**config.mk**
```make
export PLATFORM = sky130hd
export DESIGN_NAME = fixed_point_to_radix_string
export DESIGN_NICKNAME = d
export VERILOG_FILES = /design/src/rtl/fpr_pkg.sv /design/src/rtl/fpr_queue.sv /design/src/rtl/fpr_front.sv /design/src/rtl/fpr_back.sv /design/src/rtl/fixed_point_to_radix_string.sv
export SDC_FILE = /design/constraint.sdc
export NUM_CORES = 1
export LEC_CHECK = 0
export BUFFER_PORTS_ARGS = -buffer_cell sky130_fd_sc_hd__buf_2
export CELL_PAD_IN_SITES_DETAIL_PLACEMENT = 1
export CELL_PAD_IN_SITES_GLOBAL_PLACEMENT = 2
export CORE_MARGIN = 2
export CORE_UTILIZATION = 30
export DETAILED_ROUTE_END_ITERATION = 8
export PLACE_DENSITY_LB_ADDON = 0.15
export SKIP_CTS_REPAIR_TIMING = 1
export SLEW_MARGIN = 20
export SYNTH_ARGS = -nofsm -noshare
export SYNTH_HDL_FRONTEND = slang
export SYNTH_SLANG_ARGS = --single-unit
```
**constraint.sdc**
```tcl
create_clock -name aclk -period 13.45 [get_ports aclk]
set_clock_uncertainty 0.1 [all_clocks]
set_input_delay 0 -clock aclk [delete_from_list [all_inputs] [get_ports aclk]]
set_output_delay 0 -clock aclk [all_outputs]
set_load 0.02 [all_outputs]
```
**src/rtl/fpr_pkg.sv**
```systemverilog
// ----------------------------------------------------------------------------
// fpr_pkg
// Types, constants and helpers shared by the radix text converter.
// ----------------------------------------------------------------------------
package fpr_pkg;

    localparam int DEF_INT_BITS        = 32;
    localparam int DEF_FRAC_BITS       = 16;
    localparam int DEF_MAX_FRAC_DIGITS = 16;

    localparam int CFG_W          = 5;
    localparam int DIV_STEP_BITS  = 8;
    localparam int QUEUE_DEPTH    = 2;

    localparam logic [CFG_W-1:0] BASE_MIN   = 5'd2;
    localparam logic [CFG_W-1:0] BASE_MAX   = 5'd16;
    localparam logic [CFG_W-1:0] BASE_RESET = 5'd10;
    localparam logic [CFG_W-1:0] PREC_RESET = 5'd4;

    localparam logic [0:0] REG_BASE      = 1'b0;
    localparam logic [0:0] REG_PRECISION = 1'b1;

    localparam logic [7:0] CHAR_ZERO  = 8'h30;
    localparam logic [7:0] CHAR_A     = 8'h41;
    localparam logic [7:0] CHAR_DOT   = 8'h2E;
    localparam logic [7:0] CHAR_MINUS = 8'h2D;
    localparam logic [3:0] DIGIT_TEN  = 4'd10;

    typedef struct packed {
        logic full;
        logic empty;
    } fpr_q_status_t;

    typedef enum logic [2:0] {
        ST_IDLE,
        ST_DIV,
        ST_FRAC,
        ST_SIGN,
        ST_INT,
        ST_DOT,
        ST_FDIG
    } fpr_state_t;

    function automatic logic [7:0] digit_char(input logic [3:0] d);
        if (d < DIGIT_TEN)
            return CHAR_ZERO + {4'b0000, d};
        else
            return CHAR_A + {4'b0000, d - DIGIT_TEN};
    endfunction

endpackage

```
**src/rtl/fpr_queue.sv**
```systemverilog
// ----------------------------------------------------------------------------
// fpr_queue
// Small register queue between the front and back parts.
// ----------------------------------------------------------------------------
module fpr_queue
    import fpr_pkg::*;
#(
    parameter int WIDTH = 49,
    parameter int DEPTH = QUEUE_DEPTH
) (
    input  logic             aclk,
    input  logic             aresetn,
    input  logic             push,
    input  logic [WIDTH-1:0] push_data,
    input  logic             pop,
    output logic [WIDTH-1:0] pop_data,
    output fpr_q_status_t    status
);

    localparam int PW = (DEPTH > 1) ? $clog2(DEPTH) : 1;
    localparam int CW = $clog2(DEPTH + 1);

    logic [WIDTH-1:0] slot_reg [DEPTH];
    logic [PW-1:0]    wptr_reg, wptr_next;
    logic [PW-1:0]    rptr_reg, rptr_next;
    logic [CW-1:0]    count_reg, count_next;
    logic             do_push, do_pop;

    assign status.full  = (count_reg == CW'(DEPTH));
    assign status.empty = (count_reg == '0);
    assign do_push      = push && !status.full;
    assign do_pop       = pop && !status.empty;
    assign pop_data     = slot_reg[rptr_reg];

    always_comb begin
        wptr_next  = wptr_reg;
        rptr_next  = rptr_reg;
        count_next = count_reg;
        if (do_push) begin
            wptr_next = (wptr_reg == PW'(DEPTH - 1)) ? '0 : wptr_reg + 1'b1;
        end
        if (do_pop) begin
            rptr_next = (rptr_reg == PW'(DEPTH - 1)) ? '0 : rptr_reg + 1'b1;
        end
        if (do_push && !do_pop)
            count_next = count_reg + 1'b1;
        else if (do_pop && !do_push)
            count_next = count_reg - 1'b1;
    end

    always_ff @(posedge aclk) begin
        if (!aresetn) begin
            wptr_reg  <= '0;
            rptr_reg  <= '0;
            count_reg <= '0;
        end else begin
            wptr_reg  <= wptr_next;
            rptr_reg  <= rptr_next;
            count_reg <= count_next;
        end
    end

    always_ff @(posedge aclk) begin
        if (do_push) begin
            slot_reg[wptr_reg] <= push_data;
        end
    end

endmodule

```
**src/rtl/fpr_front.sv**
```systemverilog
// ----------------------------------------------------------------------------
// fpr_front
// Accepts input requests, splits sign and magnitude, feeds the queue.
// ----------------------------------------------------------------------------
module fpr_front
    import fpr_pkg::*;
#(
    parameter int VW = DEF_INT_BITS + DEF_FRAC_BITS
) (
    input  logic          aclk,
    input  logic          aresetn,
    input  logic          s_tvalid,
    output logic          s_tready,
    input  logic [VW-1:0] value,
    input  fpr_q_status_t q_status,
    output logic          q_push,
    output logic [VW:0]   q_data
);

    logic          hold_valid_reg, hold_valid_next;
    logic [VW:0]   hold_data_reg;
    logic          neg;
    logic [VW-1:0] mag;
    logic          accept;

    assign s_tready = !hold_valid_reg || !q_status.full;
    assign accept   = s_tvalid && s_tready;
    assign q_push   = hold_valid_reg && !q_status.full;
    assign q_data   = hold_data_reg;

    // two's complement magnitude; the most negative value maps onto itself
    assign neg = value[VW-1];
    assign mag = neg ? VW'(~value + VW'(1)) : value;

    always_comb begin
        hold_valid_next = hold_valid_reg;
        if (accept)
            hold_valid_next = 1'b1;
        else if (q_push)
            hold_valid_next = 1'b0;
    end

    always_ff @(posedge aclk) begin
        if (!aresetn) begin
            hold_valid_reg <= 1'b0;
        end else begin
            hold_valid_reg <= hold_valid_next;
        end
    end

    always_ff @(posedge aclk) begin
        if (accept) begin
            hold_data_reg <= {neg, mag};
        end
    end

endmodule

```
**src/rtl/fpr_back.sv**
```systemverilog
// ----------------------------------------------------------------------------
// fpr_back
// Digit generation (integer by chunked division, fraction by multiply)
// and character emission through an output register.
// ----------------------------------------------------------------------------
module fpr_back
    import fpr_pkg::*;
#(
    parameter int INT_BITS        = DEF_INT_BITS,
    parameter int FRAC_BITS       = DEF_FRAC_BITS,
    parameter int MAX_FRAC_DIGITS = DEF_MAX_FRAC_DIGITS
) (
    input  logic                          aclk,
    input  logic                          aresetn,
    input  logic [CFG_W-1:0]              base_cfg,
    input  logic [CFG_W-1:0]              precision_cfg,
    input  fpr_q_status_t                 q_status,
    input  logic [INT_BITS+FRAC_BITS:0]   q_data,
    output logic                          q_pop,
    output logic                          m_tvalid,
    input  logic                          m_tready,
    output logic [7:0]                    m_tdata,
    output logic                          m_tlast
);

    localparam int VW     = INT_BITS + FRAC_BITS;
    localparam int NCHUNK = (INT_BITS + DIV_STEP_BITS - 1) / DIV_STEP_BITS;
    localparam int DVW    = NCHUNK * DIV_STEP_BITS;
    localparam int CHW    = (NCHUNK > 1) ? $clog2(NCHUNK) : 1;
    localparam int IIW    = $clog2(INT_BITS);
    localparam int ICW    = $clog2(INT_BITS + 1);
    localparam int FIW    = (MAX_FRAC_DIGITS > 1) ? $clog2(MAX_FRAC_DIGITS) : 1;
    localparam int FCW    = $clog2(MAX_FRAC_DIGITS + 1);
    localparam int PW     = FRAC_BITS + CFG_W;

    fpr_state_t state_reg, state_next;

    logic                 neg_reg, neg_next;
    logic [DVW-1:0]       dvd_reg, dvd_next;
    logic [3:0]           rem_reg, rem_next;
    logic [CHW-1:0]       chunk_reg, chunk_next;
    logic [ICW-1:0]       icnt_reg, icnt_next;
    logic [CFG_W-1:0]     p_reg, p_next;
    logic [FCW-1:0]       prec_reg, prec_next;
    logic [FRAC_BITS-1:0] fr_reg, fr_next;
    logic [FCW-1:0]       fcnt_reg, fcnt_next;
    logic [FCW-1:0]       kept_reg, kept_next;
    logic [IIW-1:0]       iidx_reg, iidx_next;
    logic [FCW-1:0]       fidx_reg, fidx_next;
    logic                 ovalid_reg, ovalid_next;
    logic [7:0]           ochar_reg, ochar_next;
    logic                 olast_reg, olast_next;

    logic [3:0]           int_dig_mem  [INT_BITS];
    logic [3:0]           frac_dig_mem [MAX_FRAC_DIGITS];
    logic [3:0]           irdata_reg, frdata_reg;
    logic                 int_we, frac_we;

    logic [4:0]               div_r;
    logic [DIV_STEP_BITS-1:0] div_q;
    logic [DVW-1:0]           dvd_step;
    logic [PW-1:0]            prod;
    logic [3:0]               frac_digit;
    logic                     out_free;
    logic [VW-1:0]            in_mag;
    logic [CFG_W-1:0]         p_clamped;
    logic [FCW-1:0]           prec_clamped;

    assign m_tvalid = ovalid_reg;
    assign m_tdata  = ochar_reg;
    assign m_tlast  = olast_reg;
    assign out_free = !ovalid_reg || m_tready;
    assign in_mag   = q_data[VW-1:0];

    assign p_clamped = (base_cfg < BASE_MIN) ? BASE_MIN :
                       (base_cfg > BASE_MAX) ? BASE_MAX : base_cfg;
    assign prec_clamped = (int'(precision_cfg) > MAX_FRAC_DIGITS) ?
                          FCW'(MAX_FRAC_DIGITS) : FCW'(precision_cfg);

    // one chunk of restoring division by the radix
    always_comb begin
        div_r = {1'b0, rem_reg};
        div_q = '0;
        for (int k = 0; k < DIV_STEP_BITS; k++) begin
            div_r = {div_r[3:0], dvd_reg[DVW-1-k]};
            if (div_r >= p_reg) begin
                div_r = div_r - p_reg;
                div_q[DIV_STEP_BITS-1-k] = 1'b1;
            end
        end
        dvd_step = (dvd_reg << DIV_STEP_BITS) | DVW'(div_q);
    end

    assign prod       = PW'(fr_reg) * PW'(p_reg);
    assign frac_digit = prod[FRAC_BITS+3:FRAC_BITS];

    always_comb begin
        state_next  = state_reg;
        neg_next    = neg_reg;
        dvd_next    = dvd_reg;
        rem_next    = rem_reg;
        chunk_next  = chunk_reg;
        icnt_next   = icnt_reg;
        p_next      = p_reg;
        prec_next   = prec_reg;
        fr_next     = fr_reg;
        fcnt_next   = fcnt_reg;
        kept_next   = kept_reg;
        iidx_next   = (state_reg == ST_INT) ? iidx_reg : IIW'(icnt_reg - 1'b1);
        fidx_next   = (state_reg == ST_FDIG) ? fidx_reg : '0;
        ovalid_next = ovalid_reg && !m_tready;
        ochar_next  = ochar_reg;
        olast_next  = olast_reg;
        q_pop       = 1'b0;
        int_we      = 1'b0;
        frac_we     = 1'b0;

        unique case (state_reg)
            ST_IDLE: begin
                if (!q_status.empty) begin
                    q_pop      = 1'b1;
                    neg_next   = q_data[VW];
                    dvd_next   = DVW'(in_mag[VW-1:FRAC_BITS]);
                    fr_next    = in_mag[FRAC_BITS-1:0];
                    rem_next   = '0;
                    chunk_next = '0;
                    icnt_next  = '0;
                    fcnt_next  = '0;
                    kept_next  = '0;
                    p_next     = p_clamped;
                    prec_next  = prec_clamped;
                    state_next = ST_DIV;
                end
            end
            ST_DIV: begin
                dvd_next = dvd_step;
                rem_next = div_r[3:0];
                if (chunk_reg == CHW'(NCHUNK - 1)) begin
                    int_we     = 1'b1;
                    icnt_next  = icnt_reg + 1'b1;
                    rem_next   = '0;
                    chunk_next = '0;
                    if (dvd_step == '0)
                        state_next = ST_FRAC;
                end else begin
                    chunk_next = chunk_reg + 1'b1;
                end
            end
            ST_FRAC: begin
                if (fcnt_reg == prec_reg) begin
                    state_next = neg_reg ? ST_SIGN : ST_INT;
                end else begin
                    frac_we   = 1'b1;
                    fr_next   = prod[FRAC_BITS-1:0];
                    fcnt_next = fcnt_reg + 1'b1;
                    if (frac_digit != 4'd0)
                        kept_next = fcnt_reg + 1'b1;
                end
            end
            ST_SIGN: begin
                if (out_free) begin
                    ovalid_next = 1'b1;
                    ochar_next  = CHAR_MINUS;
                    olast_next  = 1'b0;
                    state_next  = ST_INT;
                end
            end
            ST_INT: begin
                if (out_free) begin
                    ovalid_next = 1'b1;
                    ochar_next  = digit_char(irdata_reg);
                    olast_next  = (iidx_reg == '0) && (kept_reg == '0);
                    if (iidx_reg == '0)
                        state_next = (kept_reg != '0) ? ST_DOT : ST_IDLE;
                    else
                        iidx_next = iidx_reg - 1'b1;
                end
            end
            ST_DOT: begin
                if (out_free) begin
                    ovalid_next = 1'b1;
                    ochar_next  = CHAR_DOT;
                    olast_next  = 1'b0;
                    state_next  = ST_FDIG;
                end
            end
            ST_FDIG: begin
                if (out_free) begin
                    ovalid_next = 1'b1;
                    ochar_next  = digit_char(frdata_reg);
                    olast_next  = (fidx_reg == kept_reg - 1'b1);
                    if (fidx_reg == kept_reg - 1'b1)
                        state_next = ST_IDLE;
                    else
                        fidx_next = fidx_reg + 1'b1;
                end
            end
            default: begin
                state_next = ST_IDLE;
            end
        endcase
    end

    always_ff @(posedge aclk) begin
        if (!aresetn) begin
            state_reg  <= ST_IDLE;
            ovalid_reg <= 1'b0;
        end else begin
            state_reg  <= state_next;
            ovalid_reg <= ovalid_next;
        end
    end

    always_ff @(posedge aclk) begin
        neg_reg   <= neg_next;
        dvd_reg   <= dvd_next;
        rem_reg   <= rem_next;
        chunk_reg <= chunk_next;
        icnt_reg  <= icnt_next;
        p_reg     <= p_next;
        prec_reg  <= prec_next;
        fr_reg    <= fr_next;
        fcnt_reg  <= fcnt_next;
        kept_reg  <= kept_next;
        iidx_reg  <= iidx_next;
        fidx_reg  <= fidx_next;
        ochar_reg <= ochar_next;
        olast_reg <= olast_next;
    end

    // digit stores with registered reads, addressed by the next index so the digit is ready at emission
    always_ff @(posedge aclk) begin
        if (int_we) begin
            int_dig_mem[icnt_reg[IIW-1:0]] <= div_r[3:0];
        end
        irdata_reg <= int_dig_mem[iidx_next];
    end

    always_ff @(posedge aclk) begin
        if (frac_we) begin
            frac_dig_mem[fcnt_reg[FIW-1:0]] <= frac_digit;
        end
        frdata_reg <= frac_dig_mem[fidx_next[FIW-1:0]];
    end

endmodule

```
**src/rtl/fixed_point_to_radix_string.sv**
```systemverilog
// ----------------------------------------------------------------------------
// fixed_point_to_radix_string
// Signed fixed-point number to ASCII text in a configurable radix.
// ----------------------------------------------------------------------------
// Usage:
//   s_axis carries one number per request: two's complement, FRAC_BITS
//   fraction bits. m_axis returns its text one character per request,
//   tlast on the final one: optional '-', integer digits (MSD first),
//   then '.' and fraction digits with trailing zeros trimmed.
//   cfg_we/cfg_addr/cfg_wdata write base (index 0) and precision (index 1);
//   write them only while the block is idle.
// Flow:
//   Per number: a load, then integer digits by chunked division (8
//   quotient bits a cycle), fraction digits by repeated multiply by the
//   base, then the characters one at a time.
//   Numbers run one at a time in the digit engine; a two-entry queue and
//   an input register let up to three more be taken meanwhile.
// Reset: aresetn clears the queue, the engine and the output valid;
//   base returns to 10 and precision to 4.
// Stall: a held m_axis_tready freezes the output register and emission;
//   digits are still made; input is taken until queue and input register fill.
// ----------------------------------------------------------------------------
module fixed_point_to_radix_string
    import fpr_pkg::*;
#(
    parameter int INT_BITS        = DEF_INT_BITS,
    parameter int FRAC_BITS       = DEF_FRAC_BITS,
    parameter int MAX_FRAC_DIGITS = DEF_MAX_FRAC_DIGITS
) (
    input  logic             aclk,
    input  logic             aresetn,
    input  logic             cfg_we,
    input  logic [0:0]       cfg_addr,
    input  logic [CFG_W-1:0] cfg_wdata,
    input  logic             s_axis_tvalid,
    output logic             s_axis_tready,
    // [INT_BITS+FRAC_BITS-1:0] value, rest zero
    input  logic [((INT_BITS+FRAC_BITS+7)/8)*8-1:0] s_axis_tdata,
    output logic             m_axis_tvalid,
    input  logic             m_axis_tready,
    // [7:0] character
    output logic [7:0]       m_axis_tdata,
    output logic             m_axis_tlast
);

    localparam int VW = INT_BITS + FRAC_BITS;

    logic [CFG_W-1:0] base_reg, base_next;
    logic [CFG_W-1:0] precision_reg, precision_next;
    fpr_q_status_t    q_status;
    logic             q_push, q_pop;
    logic [VW:0]      q_in, q_out;

    always_comb begin
        base_next      = base_reg;
        precision_next = precision_reg;
        if (cfg_we) begin
            unique case (cfg_addr)
                REG_BASE:      base_next      = cfg_wdata;
                REG_PRECISION: precision_next = cfg_wdata;
                default:       base_next      = base_reg;
            endcase
        end
    end

    always_ff @(posedge aclk) begin
        if (!aresetn) begin
            base_reg      <= BASE_RESET;
            precision_reg <= PREC_RESET;
        end else begin
            base_reg      <= base_next;
            precision_reg <= precision_next;
        end
    end

    fpr_front #(
        .VW(VW)
    ) u_front (
        .aclk     (aclk),
        .aresetn  (aresetn),
        .s_tvalid (s_axis_tvalid),
        .s_tready (s_axis_tready),
        .value    (s_axis_tdata[VW-1:0]),
        .q_status (q_status),
        .q_push   (q_push),
        .q_data   (q_in)
    );

    fpr_queue #(
        .WIDTH(VW + 1),
        .DEPTH(QUEUE_DEPTH)
    ) u_queue (
        .aclk      (aclk),
        .aresetn   (aresetn),
        .push      (q_push),
        .push_data (q_in),
        .pop       (q_pop),
        .pop_data  (q_out),
        .status    (q_status)
    );

    fpr_back #(
        .INT_BITS        (INT_BITS),
        .FRAC_BITS       (FRAC_BITS),
        .MAX_FRAC_DIGITS (MAX_FRAC_DIGITS)
    ) u_back (
        .aclk          (aclk),
        .aresetn       (aresetn),
        .base_cfg      (base_reg),
        .precision_cfg (precision_reg),
        .q_status      (q_status),
        .q_data        (q_out),
        .q_pop         (q_pop),
        .m_tvalid      (m_axis_tvalid),
        .m_tready      (m_axis_tready),
        .m_tdata       (m_axis_tdata),
        .m_tlast       (m_axis_tlast)
    );

endmodule

```
== Yosys cells after proc, flatten, opt, wreduce, memory -nomap -nowiden ==
Memories as Yosys holds them, arrays and structs flattened. A register that Yosys moved wholly into a read port is not among the register bits.
Index checks and enable logic that the tools add are counted.
Operators by class
  equal/unequal tests: 23
  multiply operators: 1
  $add $sub $neg: 26
  magnitude comparators: 13
  reduce and logical (&&, ||, !) cells: 43
  bitwise gates (word level): 4
  muxes and demuxes: 92
Operator list (count)
  $mux 5: 13
  $pmux 32 s2: 1
  $add 48x1->48 const B: 1
  $mux 8: 6
  $not 48->48: 1
  $mux 47: 1
  $ge 5x5->1: 8
  $mux 4: 10
  $mux 3: 12
  $logic_not 32->1: 1
  $mux 16: 2
  $mux 32: 1
  $or 32x8->32: 1
  $pmux 16 s2: 1
  $pmux 8 s4: 1
  $sub 4x4->4: 8
  $mux 1: 31
  $pmux 3 s7: 1
  $mul 16x5->20: 1
  $pmux 5 s2: 2
  $ne 2x1->1 const B: 9
  $add 7x4->8 const A: 2
  $sub 5x1->5 const B: 3
  $add 6x4->7 const A: 2
  39 further kinds: 83
Word-level totals
  input port bits: 59
  flip-flop bits (word level): 168
  memory bits (writable): 290
  memories: 3
  output and inout bits: 11
  logic and storage cells: 230
Memory list
  u_back.int_dig_mem: words 32, bits a word 4, rd ports 1, clocked after Yosys merged registers in 1, write ports 1, line fpr_back.sv:54  | logic [3:0] int_dig_mem [INT_BITS];
  u_queue.slot_reg: words 2, bits a word 49, rd ports 1, clocked after Yosys merged registers in 1, write ports 1, line fpr_queue.sv:23  | logic [WIDTH-1:0] slot_reg [DEPTH];
  u_back.frac_dig_mem: words 16, bits a word 4, rd ports 1, clocked after Yosys merged registers in 1, write ports 1, line fpr_back.sv:55  | logic [3:0] frac_dig_mem [MAX_FRAC_DIGITS];

== Longest topological paths before layout ==
Gate-level depths: netlist of the first run.
  depth after elaboration: 21
  mapped depth: 59
  mapped depth without buffers: 59

== Hierarchy ==
From an unflattened synthesis of the first run, not the netlist that was laid out.
Unflattened totals
  cell total of the unflattened synthesis: 1878
  area total of the unflattened synthesis: 23736.5 sq um
Modules (own cells, without submodules)
  fpr_back: area an instance 16917.5 sq um, times used 1, seq. area each 8848.5 sq um, cells an instance 1447
  fpr_queue: area an instance 3762.4 sq um, times used 1, seq. area each 3042.9 sq um, cells an instance 177
  fpr_front: area an instance 2652.5 sq um, times used 1, seq. area each 1491.4 sq um, cells an instance 211
  fixed_point_to_radix_string: area an instance 404.1 sq um, times used 1, seq. area each 200.2 sq um, cells an instance 43

== Worst setup path after synthesis of the first run ==
OpenSTA, ideal clock, no wires.
  path type: register to register
  start: register u_back.p_reg[1]
  end: memory u_back.int_dig_mem[0][3], data pin
  library setup time: 389 ps
  path slack: 1338 ps
  buffers on the path: 1
  period minus slack after synthesis: 12112 ps
  required time: 12961 ps
  arrival: 11623 ps
  cell stages (with the launch flop): 52
  cell sequence: edfxtp_1 > clkbuf_1 > inv_1 > ha_1 > a21o_1 > a21oi_1 > o21ai_1 > o21ai_0 > inv_1 > ha_1 > a21o_1 > a21oi_1 > o21ai_1 > o21ai_0 > inv_1 > ha_1 > a21o_1 > a21oi_1 > [16 not listed] > a21o_1 > a21oi_1 > o21ai_1 > o21ai_0 > inv_1 > ha_1 > nor2b_1 > o21ai_0 > nand3b_1 > a31oi_1 > nand2_1 > o21ai_0 > ha_1 > a21o_1 > a21o_1 > a21o_1 > a21oi_1 > mux2i_1
Between the ends
  longest elaborated chain between the ends: 16
  elaborated cells between the ends (all ways): 24
  classes of those cells: 8 x add/sub; 8 x order compare; 8 x mux
Ends and longest elaborated chain
  from (decl): line fpr_back.sv:43  | logic [CFG_W-1:0] p_reg, p_next;
  from (signal assigned): line fpr_back.sv:220  | p_reg <= p_next;
  $sub 4x4->4 or $ge 5x5->1 (tied branches): line fpr_back.sv:87, fpr_back.sv:86
  $mux 4: line fpr_back.sv:86  | if (div_r >= p_reg) begin
  $sub 4x4->4 or $ge 5x5->1 (tied branches): line fpr_back.sv:87, fpr_back.sv:86
  $mux 4: line fpr_back.sv:86
  $sub 4x4->4 or $ge 5x5->1 (tied branches): line fpr_back.sv:87, fpr_back.sv:86
  $mux 4: line fpr_back.sv:86
  $ge 5x5->1 or $sub 4x4->4 (tied branches): line fpr_back.sv:86, fpr_back.sv:87
  $mux 4: line fpr_back.sv:86
  $sub 4x4->4 or $ge 5x5->1 (tied branches): line fpr_back.sv:87, fpr_back.sv:86
  $mux 4: line fpr_back.sv:86
  $sub 4x4->4 or $ge 5x5->1 (tied branches): line fpr_back.sv:87, fpr_back.sv:86
  $mux 4: line fpr_back.sv:86
  $ge 5x5->1 or $sub 4x4->4 (tied branches): line fpr_back.sv:86, fpr_back.sv:87
  $mux 4: line fpr_back.sv:86
  $sub 4x4->4 or $ge 5x5->1 (tied branches): line fpr_back.sv:87, fpr_back.sv:86
  $mux 4 (*): line fpr_back.sv:86
  via u_back.div_r[3]: line fpr_back.sv:59  | logic [4:0] div_r;
  to (decl): line fpr_back.sv:54
The timed path passes the listed nets; every way through them passes the cells marked *.

== Worst setup path in the final report of the first run ==
  start: register u_back.p_reg[2]
  end: register u_back.rem_reg[1], data pin
Between the ends
  longest elaborated chain between the ends: 18
  elaborated cells between the ends (all ways): 26
  classes of those cells: 8 x add/sub; 8 x order compare; 10 x mux
Ends and longest elaborated chain
  $sub 4x4->4 or $ge 5x5->1 (tied branches): line fpr_back.sv:87, fpr_back.sv:86
  $mux 4: line fpr_back.sv:86
  $sub 4x4->4 or $ge 5x5->1 (tied branches): line fpr_back.sv:87, fpr_back.sv:86
  $mux 4: line fpr_back.sv:86
  $ge 5x5->1 or $sub 4x4->4 (tied branches): line fpr_back.sv:86, fpr_back.sv:87
  $mux 4: line fpr_back.sv:86
  $sub 4x4->4 or $ge 5x5->1 (tied branches): line fpr_back.sv:87, fpr_back.sv:86
  $mux 4: line fpr_back.sv:86
  [3 not listed]
  $mux 4: line fpr_back.sv:86
  $ge 5x5->1 or $sub 4x4->4 (tied branches): line fpr_back.sv:86, fpr_back.sv:87
  $mux 4: line fpr_back.sv:86
  $sub 4x4->4 or $ge 5x5->1 (tied branches): line fpr_back.sv:87, fpr_back.sv:86
  $mux 4 (*): line fpr_back.sv:86
  via u_back.div_r[1]: line fpr_back.sv:59
  $mux 4 (*): line fpr_back.sv:138  | if (chunk_reg == CHW'(NCHUNK - 1)) begin
  $pmux 4 s2 (*): line fpr_back.sv:118  | unique case (state_reg)
  to (signal assigned): line fpr_back.sv:217  | rem_reg <= rem_next;
  to (decl): line fpr_back.sv:40  | logic [3:0] rem_reg, rem_next;
Marked as above.
A chain may end at the register's enable or synchronous reset.

==> flow_summary.ini, run 1 <==
[detailed_routing]
avgViaCountPerCell = 4.724
count_of_tritonroute_iterations_in_the_first_routing_pass = 5
wire_per_inst_um = 18.29
drtAntennaViolNets = 0
vias = 15103
drt_drc_violations_left = 0
drt_wl_total_mm = 58.49
initial_drc_count = 749

[worst_setup_path]
critical_path_peak_fanout = 33
timing.critical_path.from_type = register
critical_path.slowest_cell = mux2_2
worstRegToRegCells = 52
critPathRequiredTime_ns = 13.70
worst_r2r_end = u_back.rem_reg[1]
slowest_delay_ns = 0.60
data_arrival_critical_path_ns = 12.51
worstReg2RegStart = u_back.p_reg[2]
worstSetupPathType = reg -> reg
rrSetupSlack_ns = 1.20
crit_end_element = register

[global_routing]
antenna_violations_before_repair = 0
largest_net_degree_at_the_start_of_global_routing = 72
gr-total-overflow = 0
grt_first_pass_wirelength_mm = 91.20
groute.usage.overall_pct = 14.23
vias_in_the_first_global_route = 15652

[clock_tree]
numClockSinks = 465
clock-root-buffer = clkbuf_16
cts_tree = built
count_of_h_tree_levels_built_during_cts = 2
number_of_buffers_added_by_the_clock_tree_synthesis_step = 53
ctsLongestPathBuffers = 3
cts.reportedPaths.clkPinSlew_ns = 0.06
worst_skew_pair.late_latency_ns = 0.60

[hold_path]
worstHoldEndpoint = u_front.q_data[48]
hold_path_depth = 1
timing.hold.worst.class = in -> reg
hp-start = s_axis_tdata[47]

[synth]
post_synth_instance_area_mm2 = 0.02365
postSynthAreaPerCell_um2 = 12.16
synthFlopType = edfxtp_1
sequential_element_share_of_the_synthesized_area_pct = 57.44
post_synth_num_cell_types = 73
synth_seq_cells = 465
synth_fp_nets = 2141
synth-edff-count = 427
syn_inst = 1944
postSynth.asyncResetShare_pct = 0
warnings_from_yosys = 0

[finish]
fillers = 8346
mostFrequentLayoutCells = edfxtp_1, nand2_1, dlygate4sd3_1, mux2i_1
largest_register_ff_count = 128
nets = 2312
layout.cells.most_common = edfxtp_1
layout-drive-gt1-share_pct = 10.71
syn_to_final_growth_pct = 17.95
insertedDiodeCount = 0

[die]
floorplan.die_area_mm2 = 0.08108
die-height_um = 284.8
die_width_um = 284.8
num_rows = 102
coreArea_mm2 = 0.07772
start_util_pct = 30.42
ioPinCount = 70

[timing]
timing_worst_slew_pin_value_ns = 1.007
unrepaired_setup_endpoints_after_global_routing = no
post_route_minimum_period_ns = 12.25
final_cycle_utilization_of_the_critical_path_pct = 91.12
report.final.slew_viol_count = 0
finalSetupTns_ns = 0
setup_viol = 0
max_frequency_mhz = 81.60
finalHoldViolCount = 0
slew_headroom_pct = 32.46

[job]
drv_cap = 0

[placed_design]
buffer_ports.inserted = 68
gpl.final_weighted_congestion = 0.7472
place.detailed.hpwl_mm = 40.55

[outcome]
result_of_the_run = completed
==> critical path: cells and delay by family, from the launching register on <==
family	cells	cell delay, ns
AND/OR/NAND/NOR	5	0.69
buffers and inverters	8	1.05
adder cells (fa/ha/maj)	8	2.46
flip-flops	1	0.40
AO/OA/AOI/OAI	29	6.25
multiplexers	2	1.04
==> synth_stat cells (27+ instances only) <==
library cell | instances | share of area (%)
a21oi_1 | 43 | 0.91
a31oi_1 | 27 | 0.71
and2_1 | 68 | 1.8
and3_1 | 31 | 0.82
clkbuf_1 | 59 | 0.94
dfxtp_1 | 38 | 3.2
edfxtp_1 | 427 | 54
fa_1 | 49 | 4.1
ha_1 | 89 | 4.7
inv_1 | 94 | 1.5
mux2i_1 | 98 | 4.1
nand2_1 | 275 | 4.4
nand3_1 | 36 | 0.76
nor2_1 | 72 | 1.1
o21ai_0 | 98 | 2.1
xnor2_1 | 86 | 3.2
==> kinds of logic (layout without fill, tap and decap cells) <==
| family | count (synthesis) | after routing | share of synthesized area [%] |
|---|---|---|---|
| simple gates | 617 | 617 | 12.75 |
| buf+inv | 176 | 389 | 2.905 |
| flops | 465 | 465 | 57.44 |
| other cells | 1 | 1 | 0.01586 |
| mux | 124 | 124 | 5.434 |
| fa+ha+maj | 138 | 138 | 8.858 |
| xor+xnor | 112 | 112 | 4.148 |
| compound gates | 311 | 311 | 8.445 |
==> per-layer routing <==
metal	part of all wire [%]	track usage [%]	routed length (um)	vias to the layer above
li1	-	-	-	7374
met1	47	19.13	27520	7490
met2	48	24.06	28210	164
met3	2.7	2.216	1606	75
met4	2.0	3.434	1150	0
met5	0	0	0	-
==> final cells by class <==
type                    count  area (um^2)  area share [%]
clock buffers              65         1371           4.917
clock inverters            32        265.3          0.9510
inverters                  97        364.1           1.305
multi-input cells        1303         9454           33.90
flip-flops and latches    465        13580           48.70
well taps                1040         1301           4.665
repair buffers            195         1551           5.563
==> per-stage QoR <==
step           instance area [um^2]  utilization, %  std cells  worst slack, ns  hold WS, ns
2_1_floorplan                 23650               -       1944            1.338    -0.001131
6_report                      27890           35.89       3197            1.195      0.03619
5_1_grt                       27890           35.89       3197          0.07628      0.04685
3_5_place_dp                  25190           32.42       2995          0.09753       0.1237
3_3_place_gp                  25190           32.41       2995           0.5683       0.1222
4_1_cts                       26830           34.52       3092          0.07259      -0.5275
==> worst max-delay path by stage <==
stage                         start                       end  depth (start not counted)
global route        u_back.p_reg[2]         u_back.rem_reg[1]                         52
CTS                 u_back.p_reg[3]         u_back.rem_reg[1]                         53
global placement    u_back.p_reg[3]         u_back.rem_reg[1]                         53
finish              u_back.p_reg[2]         u_back.rem_reg[1]                         52
floorplan           u_back.p_reg[1]  u_back.int_dig_mem[0][3]                         51
detailed placement  u_back.p_reg[3]         u_back.rem_reg[1]                         53
Power of run 1 is left out: the tool's default activity adds up to more than one toggle a clock period on the data nets, which glitch-free logic cannot reach.
==> run 2, diff against run 1 <==
Settings changed: GPL_ROUTABILITY_DRIVEN from default to 1.
Clock period 13.45 ns to 15.55 ns, I/O delays scaled along.
==> run 2 against run 1 <==
- fmax is 10% lower
- global-route usage is essentially flat
- critical path depth is the same
- non-clock buffer count is 4 lower
- die area unchanged
- worst setup slack gained 0.70 ns
- cell count decreased by 0.16%
==> flow_summary.ini, run 2 (same netlist as run 1, synthesis figures left out) <==
[worst_setup_path]
worstSetupPathType = reg -> reg
data_arrival_critical_path_ns = 13.92
critPathRequiredTime_ns = 15.81
critical_path.top_delay_family = compound AO/OA/AOI/OAI gates
slowest_delay_ns = 0.72
wp_buf_inv = 7
critical_path_peak_fanout = 33
critical_path.slowest_cell = edfxtp_1
crit_end_element = register
timing.critical_path.from_type = register

[timing]
slew_headroom_pct = 30.02
max_frequency_mhz = 73.23
finalHoldViolCount = 0
worst_slack_ns = 1.894
timing_worst_slew_pin_value_ns = 1.043
unrepaired_setup_endpoints_after_global_routing = no
setup_viol = 0
report.final.slew_viol_count = 0
final_cycle_utilization_of_the_critical_path_pct = 87.82
post_route_minimum_period_ns = 13.66
finalSetupTns_ns = 0

[finish]
nets = 2307
largest_register_ff_count = 128
multiInputGateArea_mm2 = 0.009448
layout-drive-gt1-share_pct = 10.51
syn_to_final_growth_pct = 18.12
finish.cell_count_without_fillers = 3192
postLayoutCellArea_mm2 = 0.02793
mostFrequentLayoutCells = edfxtp_1, nand2_1, dlygate4sd3_1, mux2i_1, o21ai_0
area.sequential_mm2 = 0.01358
layout.cells.most_common = edfxtp_1
fillers = 8306

[clock_tree]
cts_tree = built
cts.reportedPaths.clkPinSlew_ns = 0.06
numClockSinks = 465
ctsLongestPathBuffers = 3
count_of_h_tree_levels_built_during_cts = 2
clock-root-buffer = clkbuf_16
worst_skew_pair.late_latency_ns = 0.61
number_of_buffers_added_by_the_clock_tree_synthesis_step = 52

[detailed_routing]
vias = 15104
drt_wl_total_mm = 58.25
drtAntennaViolNets = 0
wire_per_inst_um = 18.25
count_of_tritonroute_iterations_in_the_first_routing_pass = 5
drt_drc_violations_left = 0
initial_drc_count = 702
avgViaCountPerCell = 4.732

[global_routing]
largest_net_degree_at_the_start_of_global_routing = 72
groute.usage.overall_pct = 14.27
vias_in_the_first_global_route = 15909
gr-total-overflow = 0
grt_first_pass_wirelength_mm = 91.70
antenna_violations_before_repair = 1

[placed_design]
place.detailed.hpwl_mm = 39.83
place_ws_ns = 1.751
buffer_ports.inserted = 68
placement_stage_cell_area_mm2 = 0.02518
gpl.final_weighted_congestion = 0.7393
placed_instances = 2993

[die]
ioPinCount = 70
coreArea_mm2 = 0.07772
num_rows = 102
floorplan.die_area_mm2 = 0.08108
die-height_um = 284.8
start_util_pct = 30.42
die_width_um = 284.8

[job]
drv_cap = 0

[outcome]
result_of_the_run = completed

[hold_path]
timing.hold.worst.class = in -> reg
run 2: changes by cell type in the layout (fill, tap and decap cells not counted), sizes merged:
cell      change
diode         +1
clkbuf        -7
inv           -3
clkinvlp      +1
bufinv        +3
buf           -4
clkinv        +4
run 2: final timing paths:
check	from	endpoint	slack (ns)	depth (start not counted)
worst max-delay path	u_back.p_reg[2]	u_back.rem_reg[1]	1.89	52
worst min-delay path	s_axis_tdata[47]	u_front.q_data[48]	0.02	1
worst max register to register	u_back.p_reg[2]	u_back.rem_reg[1]	1.89	52
worst min register to register	u_front.q_data[31]	u_queue.slot_reg[0][31]	0.34	0
run 2: cell type report:
| class | instances | area share [%] |
|---|---|---|
| clock buffers | 58 | 4.815 |
| repair buffers | 191 | 5.447 |
| diodes | 1 | 0.008959 |
| multi-input cells | 1303 | 33.82 |
| clock inverters | 37 | 1.308 |
| flip-flops and latches | 465 | 48.63 |
| well taps | 1040 | 4.659 |
| inverters | 97 | 1.304 |
run 2: per-stage QoR:
step	util, %	hold slack [ns]
after global placement	32.39	0.1230
final	35.94	0.02040
after detailed placement	32.39	0.1242
after floorplan	-	-0.001131
after global routing	35.93	0.05298
after CTS	34.59	-0.5048
run 2: per-layer routing:
metal | up-vias | wire length (um) | global-route usage (%)
met2 | 159 | 28250 | 24.28
met3 | 64 | 1528 | 2.168
met1 | 7517 | 27500 | 19.16
li1 | 7364 | - | -
met5 | - | 0 | 0
met4 | 0 | 961 | 3.237
Power of run 2 is left out for the same reason.
==> run 3, diff against run 2 <==
Settings changed: PLACE_DENSITY_LB_ADDON 0.15 to 0.05.
==> run 3 against run 2 <==
- sequential share of layout area about the same
- first-iteration DRC count grew 14%
- fmax fell by 2.8%
- sequential cell count unchanged
- cell area about the same
- clock-buffer cell count grew 12
- register-to-register slack worse by 0.39 ns
- critical endpoint is now u_back.rem_reg[3]
- largest cell class unchanged
==> flow_summary.ini, run 3 (same netlist as run 1, synthesis figures left out) <==
[detailed_routing]
drtAntennaViolNets = 0
avgViaCountPerCell = 4.731
count_of_tritonroute_iterations_in_the_first_routing_pass = 4
vias = 15116
wire_per_inst_um = 18.66
drt_wl_total_mm = 59.62
initial_drc_count = 799
drt_drc_violations_left = 0

[clock_tree]
cts.reportedPaths.clkPinSlew_ns = 0.06
worst_skew_pair.late_latency_ns = 0.62
count_of_h_tree_levels_built_during_cts = 2
number_of_buffers_added_by_the_clock_tree_synthesis_step = 54
cts_tree = built
numClockSinks = 465
ctsLongestPathBuffers = 3
clock-root-buffer = clkbuf_16

[timing]
slew_headroom_pct = 26.69
finalSetupTns_ns = 0
final_cycle_utilization_of_the_critical_path_pct = 90.31
holdWs_ns = 0.05940
post_route_minimum_period_ns = 14.04
setup_viol = 0
unrepaired_setup_endpoints_after_global_routing = no
timing_worst_slew_pin_value_ns = 1.094
max_frequency_mhz = 71.21
finalHoldViolCount = 0
report.final.slew_viol_count = 0

[global_routing]
grt_first_pass_wirelength_mm = 93.27
gr-total-overflow = 0
vias_in_the_first_global_route = 16011
largest_net_degree_at_the_start_of_global_routing = 72
antenna_violations_before_repair = 1
groute.usage.overall_pct = 14.58

[worst_setup_path]
timing.critical_path.from_type = register
crit_end_element = register
critical_path.slowest_cell = a21oi_1
critical_path_peak_fanout = 23
data_arrival_critical_path_ns = 14.41
slowest_delay_ns = 0.68
critPathRequiredTime_ns = 15.92
crit_path_frequent_cell = a21o_1
worstSetupPathType = reg -> reg

[die]
num_rows = 102
die-height_um = 284.8
coreArea_mm2 = 0.07772
start_util_pct = 30.42
ioPinCount = 70
floorplan.die_area_mm2 = 0.08108
die_width_um = 284.8

[placed_design]
place.detailed.hpwl_mm = 40.59
buffer_ports.inserted = 68
gpl.final_weighted_congestion = 0.7424

[finish]
insertedDiodeCount = 0
syn_to_final_growth_pct = 18.10
layout.cells.most_common = edfxtp_1
nets = 2309
layout-drive-gt1-share_pct = 10.21
mostFrequentLayoutCells = edfxtp_1, nand2_1, dlygate4sd3_1, mux2i_1, o21ai_0
largest_register_ff_count = 128

[outcome]
result_of_the_run = completed

[job]
drv_cap = 0

[hold_path]
timing.hold.worst.class = in -> reg
==> run 3: changes by cell type in the layout (fill, tap and decap cells not counted), sizes merged <==
| cell | change |
|---|---|
| buf | -2 |
| bufinv | -2 |
| clkbuf | +12 |
| clkinv | -4 |
| diode | -1 |
| dlygate4sd3 | +2 |
| inv | -2 |
==> run 3: final cells by class <==
cell class	instances	area [um^2]
fill	8295	49800
sequential	465	13580
multi-input combinational	1303	9453
timing repair buffer	191	1526
clock buffer	70	1411
tap	1040	1301
inverter	97	364.1
clock inverter	29	285.3
==> run 3: final timing paths <==
path | startpoint | endpoint | slack (ns) | cells after the start
worst max-delay path | u_back.p_reg[1] | u_back.rem_reg[3] | 1.51 | 55
worst min-delay path | s_axis_tdata[47] | u_front.q_data[48] | 0.06 | 1
worst max register to register | u_back.p_reg[1] | u_back.rem_reg[3] | 1.51 | 55
worst min register to register | u_front.q_data[48] | u_queue.slot_reg[1][48] | 0.32 | 0
==> run 3: stage by stage <==
stage	util, %	setup slack [ns]	std cells	instance area [um^2]
floorplan	-	3.438	1944	23650
global placement	32.38	1.676	2991	25170
detailed placement	32.38	1.163	2991	25170
CTS	34.57	1.142	3090	26870
global route	35.93	0.01807	3195	27930
finish	35.93	1.507	3195	27930
==> run 3: per-layer routing <==
metal | wire (um) | global-route usage (%)
met1 | 28410 | 19.73
met2 | 28430 | 24.57
met3 | 1606 | 2.152
met4 | 1174 | 3.526
met5 | 0 | 0
==> run 3: worst max-delay path, delay by kind of cell (launching register included) <==
family / cells / cell delay [ns]
adders and majority gates: 8 / 2.46
muxes: 2 / 1.12
and+or+nand+nor: 6 / 0.76
AOI/OAI and AO/OA: 30 / 7.43
DFF: 1 / 0.36
buffers and inverters: 9 / 1.66
Power of run 3 is left out for the same reason.
